$ cat config.mk
export PLATFORM = sky130hd
export DESIGN_NAME = spc_decide
export DESIGN_NICKNAME = d
export VERILOG_FILES = /design/src/spc_pkg.sv /design/src/spc_decide.sv
export SDC_FILE = /design/constraint.sdc
export NUM_CORES = 1
export LEC_CHECK = 0
export ABC_AREA = 1
export BUFFER_PORTS_ARGS = -buffer_cell sky130_fd_sc_hd__buf_2
export CORE_AREA = 3 3 269 271
export DETAILED_ROUTE_END_ITERATION = 16
export DIE_AREA = 0 0 272 274
export GPL_TIMING_DRIVEN = 0
export PLACE_DENSITY_LB_ADDON = 0.12
export SLEW_MARGIN = 10
export SYNTH_ARGS = -nofsm -noshare
export SYNTH_HDL_FRONTEND = slang
export SYNTH_SLANG_ARGS = --single-unit
$ cat constraint.sdc
create_clock -name vclk -period 7.55
set_input_delay 1.51 -clock vclk [all_inputs]
set_output_delay 1.51 -clock vclk [all_outputs]
set_load 0.1 [all_outputs]
$ cat src/spc_pkg.sv
// shared types, widths and arithmetic helpers for the segment crossing test
`default_nettype none

package spc_pkg;

    // coordinate width and the widths that grow from it
    localparam int COORD_BITS = 16;
    localparam int DIFF_BITS  = COORD_BITS + 1;
    localparam int PROD_BITS  = 2 * DIFF_BITS;
    localparam int SUM_BITS   = PROD_BITS + 1;

    typedef logic signed [COORD_BITS-1:0] t_coord;
    typedef logic signed [DIFF_BITS-1:0]  t_diff;
    typedef logic signed [PROD_BITS-1:0]  t_wide;
    typedef logic signed [SUM_BITS-1:0]   t_sum;

    // orientation of three points
    typedef enum logic [1:0] {
        ORI_COL = 2'd0,
        ORI_CW  = 2'd1,
        ORI_CCW = 2'd2
    } t_orient;

    // one registered request
    typedef struct packed {
        t_coord query_start_x;
        t_coord query_start_y;
        t_coord query_end_x;
        t_coord query_end_y;
        t_coord edge_start_x;
        t_coord edge_start_y;
        t_coord edge_end_x;
        t_coord edge_end_y;
        logic   last_edge;
    } t_req;

    // registered products of one request
    typedef struct packed {
        logic  valid;
        logic  last;
        logic  shared;
        // orientation terms: p and q for each of the four tests
        t_wide op0;
        t_wide oq0;
        t_wide op1;
        t_wide oq1;
        t_wide op2;
        t_wide oq2;
        t_wide op3;
        t_wide oq3;
        // dot product halves for the four strict-inside tests
        t_wide da0;
        t_wide db0;
        t_wide da1;
        t_wide db1;
        t_wide da2;
        t_wide db2;
        t_wide da3;
        t_wide db3;
        // squared lengths of the edge and the query
        t_wide ea;
        t_wide eb;
        t_wide qa;
        t_wide qb;
    } t_prod;

    // exact difference of two coordinates
    function automatic t_diff f_sub(input t_coord a, input t_coord b);
        f_sub = t_diff'(a) - t_diff'(b);
    endfunction

    // exact product of two differences
    function automatic t_wide f_mul(input t_diff a, input t_diff b);
        f_mul = t_wide'(a) * t_wide'(b);
    endfunction

    // exact sum of two products
    function automatic t_sum f_add(input t_wide a, input t_wide b);
        f_add = t_sum'(a) + t_sum'(b);
    endfunction

endpackage

`default_nettype wire

$ cat src/spc_decide.sv
// decision logic: orientations, strict-inside tests and the edge hit
`default_nettype none

module spc_decide (
    input  wire spc_pkg::t_prod i_prod,
    output logic                o_hit
);

    spc_pkg::t_orient o0, o1, o2, o3;
    spc_pkg::t_sum    d0, d1, d2, d3, len_e, len_q;
    logic             in0, in1, in2, in3;
    logic             crossing;

    // orientation from the two cross-product terms
    function automatic spc_pkg::t_orient f_orient(input spc_pkg::t_wide p,
                                                  input spc_pkg::t_wide q);
        if (p == q) begin
            f_orient = spc_pkg::ORI_COL;
        end else if (p > q) begin
            f_orient = spc_pkg::ORI_CW;
        end else begin
            f_orient = spc_pkg::ORI_CCW;
        end
    endfunction

    // four orientations
    always_comb begin
        o0 = f_orient(i_prod.op0, i_prod.oq0);
        o1 = f_orient(i_prod.op1, i_prod.oq1);
        o2 = f_orient(i_prod.op2, i_prod.oq2);
        o3 = f_orient(i_prod.op3, i_prod.oq3);
    end

    // dot products and squared lengths
    always_comb begin
        d0    = spc_pkg::f_add(i_prod.da0, i_prod.db0);
        d1    = spc_pkg::f_add(i_prod.da1, i_prod.db1);
        d2    = spc_pkg::f_add(i_prod.da2, i_prod.db2);
        d3    = spc_pkg::f_add(i_prod.da3, i_prod.db3);
        len_e = spc_pkg::f_add(i_prod.ea, i_prod.eb);
        len_q = spc_pkg::f_add(i_prod.qa, i_prod.qb);
    end

    // collinear point strictly between the other segment's ends
    always_comb begin
        in0 = (o0 == spc_pkg::ORI_COL) && (d0 > spc_pkg::t_sum'(0)) && (d0 < len_e);
        in1 = (o1 == spc_pkg::ORI_COL) && (d1 > spc_pkg::t_sum'(0)) && (d1 < len_e);
        in2 = (o2 == spc_pkg::ORI_COL) && (d2 > spc_pkg::t_sum'(0)) && (d2 < len_q);
        in3 = (o3 == spc_pkg::ORI_COL) && (d3 > spc_pkg::t_sum'(0)) && (d3 < len_q);
    end

    // proper crossing, or touching from inside; shared endpoints skip the edge
    always_comb begin
        crossing = (o0 != o1) && (o2 != o3);
        o_hit    = !i_prod.shared && (crossing || in0 || in1 || in2 || in3);
    end

endmodule

`default_nettype wire

# Word level (Yosys, flattened, before mapping)
# Index checks and enable logic that the tools add are counted.
[op_classes] n_mux=8 reduce_logical=19 add_sub_neg=6 eq_ne=6 order_cmp=12
[op_table] cell="$add 34x34->35" count=6
[op_table] cell="$gt 35x1->1 const B" count=4
[op_table] cell="$lt 35x35->1" count=4
[op_table] cell="$eq 34x34->1" count=4
[op_table] cell="$gt 34x34->1" count=4
[op_table] cell="$mux 2" count=8
[op_table] cell="$logic_and 1x1->1" count=10
[op_table] cell="$logic_not 2->1" count=4
[op_table] cell="$logic_or 1x1->1" count=4
[op_table] cell="$ne 2x2->1" count=2
[op_table] cell="$logic_not 1->1" count=1
[word_totals] regBits=0 out_inout_bits=1 word_cells=51

# Longest topological paths before layout
# Gate-level depths: netlist of run 1.
[depth] depth_word=11 depth_mapped=34 ltp_nobuf=34

# Worst setup path after synthesis of run 1
# OpenSTA, ideal clock, no wires.
[synth_timing] path_kind="input to output" from="input port i_prod[68] (netlist bit)" to="output port o_hit" required_ns=6.040 t_arrival_ns=5.316 slack_ns=0.724 cell_stages=25 cell_sequence="ha_1 fa_1 nand2_1 nand2_1 nand2_1 o21bai_4 nand3_1 nand3_1 a31oi_1 o21ai_2 a21boi_1 o21ai_2 nand2_1 nand2_1 xnor2_1 ha_1 a21oi_1 nor2_1 a2111oi_0 nand2_1 nand2_1 nand3_1 nand3_1 nand2_1 inv_1"
[synth_between] elab_chain_len=8 word_cells_on_any_way=10 cone_classes="add/sub (1); order compare (2); reduce/logical (7)"
[synth_rtl] element="start, declared" line="spc_decide.sv:5" rtl="input wire spc_pkg::t_prod i_prod,"
[synth_rtl] element="$add 34x34->35 *" line="spc_pkg.sv:79" rtl="f_add = t_sum'(a) + t_sum'(b);"
[synth_rtl] element="$lt 35x35->1" line="spc_decide.sv:46" rtl="in0 = (o0 == spc_pkg::ORI_COL) && (d0 > spc_pkg::t_sum'(0)) && (d0 < len_e);"
[synth_rtl] element="$logic_and 1x1->1" line="spc_decide.sv:46"
[synth_rtl] element="$logic_or 1x1->1" line="spc_decide.sv:55" rtl="o_hit = !i_prod.shared && (crossing || in0 || in1 || in2 || in3);"
[synth_rtl] element="$logic_or 1x1->1 * (3 in series)" line="spc_decide.sv:55"
[synth_rtl] element="$logic_and 1x1->1 *" line="spc_decide.sv:55"
[synth_rtl] element="end, declared" line="spc_decide.sv:6" rtl="output logic o_hit"
# Mark *: on every way between the ends. The rest lies on a longest branch, timed or not.

# Worst setup path in the final report of run 1
# Same ends and word-level chain as after synthesis.

==> qor.csv, run 1 <==
stage,metric,value,unit
status,status,completed,
drt,DRC marker count from the first detailed-route iteration,1430,
pwr,Peak VDD IR,0.0598,mV
synthesis,Syn Inst Count,3625,
sta,f_max,0.138,GHz
final_layout,Synth-to-Final Area Change,23.7,%
floorplan,I/O pin total,684,
pwr,PwrDens,92.3,nW/um^2
synthesis,Ys Warns,0,
drt,vias per inst,4.75,
worst_setup_path,CP max stage delay,0.44,ns
placement,GPL Wtd Cong,0.928,
final_layout,FFs & Latches,0,
placement,placed instance area,24900,sq um
drt,"antenna viol nets, final",0,
final_layout,FILL cells,8149,
final_layout,final instance area,25200,sq um
worst_setup_path,Most common cell on crit path,nand2_1,
floorplan,Die W,272,microns
worst_setup_path,Setup CP Type,input port to primary output,
final_layout,final net count,5473,
drt,via count,25022,
worst_setup_path,CP max stage cell,a2111oi_1,
worst_setup_path,Worst Path Max Fanout,4,
worst_setup_path,crit path launch type,input port,
synthesis,Synth top area share,29.0,%
synthesis,register area share after synthesis,0,%
worst_setup_path,Worst Path Arrival,5.73,ns
final_layout,CLK BUF,0,
floorplan,num rows,97,
global_routing,first-pass GRT wire length,132000,microns
global_routing,Total GRT Usage,22.4,%
floorplan,Die H,274,microns
sta,endpoints failing hold,0,
final_layout,share of layout cells above drive strength 1,18.2,%
drt,final WL,89200,microns
drt,drt drc,0,
final_layout,final core occ,35.9,%
sta,Final Setup Violations,0,
worst_setup_path,CP Data Required Time,6.04,ns
sta,final worst path period need,7.24,ns
floorplan,core area,70000,sq um
synthesis,"Avg Cell Area, Syn",5.61,sq um
sta,unrepaired setup endpoints after global routing,no,
placement,DP Wirelength,83600,microns
synthesis,Syn Nets,4785,
synthesis,Syn Std Cell Area,20300,sq um
run,max_cap viols,0,
pwr,P_leak,15.0,nW
global_routing,initial antenna violation count,28,
sta,worst-margin pin slew,0.731,ns
floorplan,Initial Util,29.0,%
min_path,worst hold path type,input port to primary output,
floorplan,area of the die,74500,sq um
synthesis,top post-synthesis cells by area,"ha_1 29%, nand2_1 19%, inv_1 13%",
min_path,hold endpoint,o_hit,
global_routing,vias in the first global route,23683,
drt,drt pass-1 iters,5,
synthesis,most common cell in the synthesized netlist,nand2_1,
min_path,HP Start,i_prod[680],
drt,drt wl/cell,16.9,microns
synthesis,Post-synth top cells,"1042 x nand2_1, 686 x inv_1, 471 x ha_1",
synthesis,post-synthesis cell type count,53,
final_layout,FF/Latch Area,0,sq um
worst_setup_path,crit end category,primary output,
placement,Buffers on Ports,682,
min_path,hold path depth,5,
sta,Sum Neg Setup Slack,0,ns
global_routing,pin count of the biggest net entering global routing,8,
sta,max_slew headroom,50.8,%
global_routing,total grt overflow,0,
sta,Final period util,95.9,%
synthesis,Yosys top cell by area,ha_1,
sta,final slew viol count,0,
-- repair_timing --
| item | 4_1_cts | 5_1_grt |
|---|---|---|
| endpoints found under the setup margin | 1 | 1 |
| cloned | 0 | 0 |
| hold buffers | 0 | 0 |
| pin swaps | 0 | 9 |
| gates resized for setup | 6 | 26 |
| endpoints found under the hold margin | 0 | 0 |
| setup buffers | 0 | 4 |
-- placed cells by master, fill, tap and decap left out, types with 38 or more instances in the layout --
cell,instances
xnor2_1,38
nor2_1,310
o21ai_0,114
nand3_1,212
nor3_1,49
buf_2,681
nand2_1,1041
inv_1,686
nand4_1,96
ha_1,467
a21oi_1,289
xor2_1,64
-- per-stage QoR --
| stage | worst slack (ns) | hold WS (ns) | cells | power (mW) |
|---|---|---|---|---|
| global route | 0.00762 | 3.45 | 5258 | 2.67 |
| detailed placement | -0.233 | 3.48 | 5247 | 2.30 |
| floorplan | 0.724 | 3.44 | 3625 | 1.56 |
| finish | 0.308 | 3.39 | 5267 | 2.32 |
| CTS | 0.0346 | 3.48 | 5247 | 2.32 |
| global placement | -0.222 | 3.48 | 5247 | 2.29 |
-- critical path, delay by kind of cell --
| kind | cells | cell delay (ns) |
|---|---|---|
| simple gates | 13 | 1.22 |
| buf+inv | 3 | 0.38 |
| compound gates | 7 | 1.36 |
| xor+xnor | 1 | 0.26 |
| fa+ha+maj | 3 | 0.98 |
-- worst max-delay path by stage --
stage | startpoint | endpoint | slack [ns]
finish | i_prod[68] | o_hit | 0.31
global route | i_prod[2] | o_hit | 0.008
CTS | i_prod[2] | o_hit | 0.03
detailed placement | i_prod[2] | o_hit | -0.23
global placement | i_prod[2] | o_hit | -0.22
floorplan | i_prod[68] | o_hit | 0.72
-- kinds of logic (layout without fill, tap and decap cells) --
group | Yosys count | after routing | synth area share (%)
simple gates | 1798 | 1798 | 37.4
buf+inv | 692 | 1378 | 12.8
compound gates | 550 | 550 | 15.6
fa+ha+maj | 477 | 477 | 29.6
xor+xnor | 108 | 108 | 4.65
other cells | 0 | 16 | 0
-- power breakdown --
group          switching [mW]   total (mW)  internal (mW)  leakage [nW]
combinational            1.43         2.32          0.895          15.0
sequential                  0            0              0             0
clock                       0  0.000000254    0.000000254      0.000101
total                    1.43         2.32          0.895          15.0
-- area by class of cell --
| class | count | area (sq um) | area share, % |
|---|---|---|---|
| antenna | 16 | 40.0 | 0.159 |
| buffer | 1 | 11.3 | 0.0448 |
| inverter | 691 | 2590 | 10.3 |
| multi-input combinational | 2933 | 17900 | 71.1 |
| tap | 940 | 1180 | 4.68 |
| timing repair buffer | 686 | 3450 | 13.7 |
-- per-layer routing --
metal	up-vias	part of all wire, %	track usage, %
li1	13272	-	-
met1	10922	42	27.1
met2	723	50	42.1
met3	93	6.0	3.07
met4	12	2.2	4.19
met5	-	0.091	0
Note: power is estimated with default switching activity, not from simulation.
==> run 2, diff against run 1 <==
--- a/config.mk
+++ b/config.mk
@@ -10,7 +10,6 @@
 export CORE_AREA = 3 3 269 271
 export DETAILED_ROUTE_END_ITERATION = 16
 export DIE_AREA = 0 0 272 274
-export GPL_TIMING_DRIVEN = 0
 export PLACE_DENSITY_LB_ADDON = 0.12
 export SLEW_MARGIN = 10
 export SYNTH_ARGS = -nofsm -noshare
==> run 2 against run 1 <==
Effect of this change: design area up 0.17%; global-route usage rose by 0.13 points; fmax is essentially flat; sequential share of layout area did not move; critical path depth is 7 higher; non-clock buffer count grew 18; via count is 0.44% lower; critical endpoint unchanged; worst hold slack got worse by 0.0015 ns; sequential cell count stayed put; largest cell class unchanged.
==> qor.csv, run 2 (same netlist as run 1, synthesis figures left out) <==
stage,metric,value,unit
final_layout,Finished Layout Cells,5282,
floorplan,Die W,272,microns
pwr,P_leak,15.1,nW
drt,final WL,89500,microns
placement,DP Wirelength,83800,microns
pwr,Flop pwr share,0,%
worst_setup_path,crit end category,primary output,
floorplan,area of the die,74500,sq um
drt,drt drc,0,
sta,final worst path period need,7.24,ns
pwr,Peak VDD IR,0.0596,mV
final_layout,"commonest non-fill, non-tap cells in the layout","1041 x nand2_1, 686 x inv_1, 681 x buf_2",
pwr,Clk pwr share,0,%
worst_setup_path,crit path launch type,input port,
sta,max_slew headroom,50.1,%
pwr,Int Power,0.905,mW
drt,DRC marker count from the first detailed-route iteration,1491,
sta,Final period util,95.9,%
placement,Place WS,0.0610,ns
worst_setup_path,CP max stage cell,ha_1,
final_layout,FILL cells,8226,
placement,Post-Place Cells,5268,
drt,drt pass-1 iters,6,
drt,"antenna viol nets, final",0,
final_layout,area of the multi-input gates,17800,sq um
global_routing,first-pass GRT wire length,132000,microns
sta,unrepaired setup endpoints after global routing,no,
floorplan,Initial Util,29.0,%
pwr,Overall Power,2.33,mW
floorplan,num rows,97,
pwr,Psw,1.42,mW
worst_setup_path,Setup CP Type,input port to primary output,
worst_setup_path,CP Data Required Time,6.04,ns
final_layout,FF/Latch Area,0,sq um
floorplan,I/O pin total,684,
placement,Buffers on Ports,682,
floorplan,Die H,274,microns
global_routing,initial antenna violation count,26,
global_routing,met2 Use GR,42.5,%
worst_setup_path,CP bufs+invs,6,
worst_setup_path,CP max stage delay,0.33,ns
global_routing,total grt overflow,0,
final_layout,Synth-to-Final Area Change,23.9,%
placement,GPL Wtd Cong,0.936,
clock_tree,CTS hold repair buffers,0,
sta,Sum Neg Setup Slack,0,ns
sta,worst-margin pin slew,0.749,ns
global_routing,Total GRT Usage,22.6,%
sta,final slew viol count,0,
min_path,hold path depth,5,
drt,vias per inst,4.72,
final_layout,final net count,5491,
drt,drt wl/cell,16.9,microns
final_layout,FFs & Latches,0,
sta,final worst slack,0.312,ns
global_routing,Top Usage Layer GRT,met2,
global_routing,met3 GRT Util,3.12,%
pwr,sw frac,61.1,%
sta,f_max,0.138,GHz
pwr,Logic pwr share,100.0,%
worst_setup_path,Most common cell on crit path,nand2_1,
global_routing,vias in the first global route,23939,
global_routing,pin count of the biggest net entering global routing,8,
sta,Final Setup Violations,0,
min_path,HP Start,i_prod[680],
floorplan,core area,70000,sq um
worst_setup_path,Worst Path Arrival,5.73,ns
final_layout,"most common cell after layout, fill and taps aside",nand2_1,
worst_setup_path,Worst Path Max Fanout,3,
sta,endpoints failing hold,0,
min_path,worst hold path type,input port to primary output,
min_path,hold endpoint,o_hit,
final_layout,share of layout cells above drive strength 1,18.3,%
worst_setup_path,Crit path max-delay family,simple AND/OR/NAND/NOR gates,
run,max_cap viols,0,
status,status,completed,
drt,via count,24912,
final_layout,CLK BUF,0,
global_routing,grt met1 use,27.2,%
final_layout,final core occ,36.0,%
pwr,PwrDens,92.4,nW/um^2
## run 2: changes by cell type in the layout (fill, tap and decap cells not counted), moves of 2 or more
cell | previous run | this run
diode_2 | 16 | 13
xor2_1 | 64 | 67
ha_1 | 467 | 469
xor2_2 | 4 | 1
buf_4 | 4 | 23
ha_4 | 2 | 0
## run 2: metal layers
| metal | part of all wire (%) | vias to the layer above |
|---|---|---|
| met5 | 0.056 | - |
| met4 | 1.9 | 8 |
| met3 | 5.6 | 69 |
| met2 | 50 | 642 |
| met1 | 42 | 10864 |
| li1 | - | 13329 |
## run 2: worst max-delay path by stage
stage | from | end | slack, ns | cells past startpoint
3_5_place_dp | i_prod[2] | o_hit | 0.06 | 35
6_report | i_prod[2] | o_hit | 0.31 | 34
2_1_floorplan | i_prod[68] | o_hit | 0.72 | 25
5_1_grt | i_prod[3] | o_hit | 0.03 | 33
4_1_cts | i_prod[2] | o_hit | 0.03 | 35
3_3_place_gp | i_prod[2] | o_hit | 0.03 | 35
## run 2: timing repair
item,4_1_cts,5_1_grt
setup buffers,0,1
gates resized for setup,0,18
endpoints found under the setup margin,0,1
## run 2: through the flow
stage | hold slack (ns) | instance area, sq um
2_1_floorplan | 3.44 | 20300
3_3_place_gp | 3.49 | 25100
3_5_place_dp | 3.48 | 25100
4_1_cts | 3.48 | 25100
5_1_grt | 3.43 | 25200
6_report | 3.39 | 25200
## run 2: power by group through the flow
stage / clock network [mW] / registers, mW / logic, mW
after detailed placement: 0 / 0 / 2.32
after CTS: 0 / 0 / 2.34
after global placement: 0 / 0 / 2.31
after floorplan: 0 / 0 / 1.56
after global routing: 0.000000125 / 0 / 2.68
final: 0.000000215 / 0 / 2.33
## run 2: layout make-up
class	instances	share of cell area (%)
multi-input cells	2933	70.6
well taps	940	4.67
repair buffers	705	14.3
inverters	691	10.3
diodes	13	0.129
## run 2: worst min-delay path: cells and delay by family
family	cells	cell delay, ns
buf+inv	4	0.32
simple gates	1	0.05
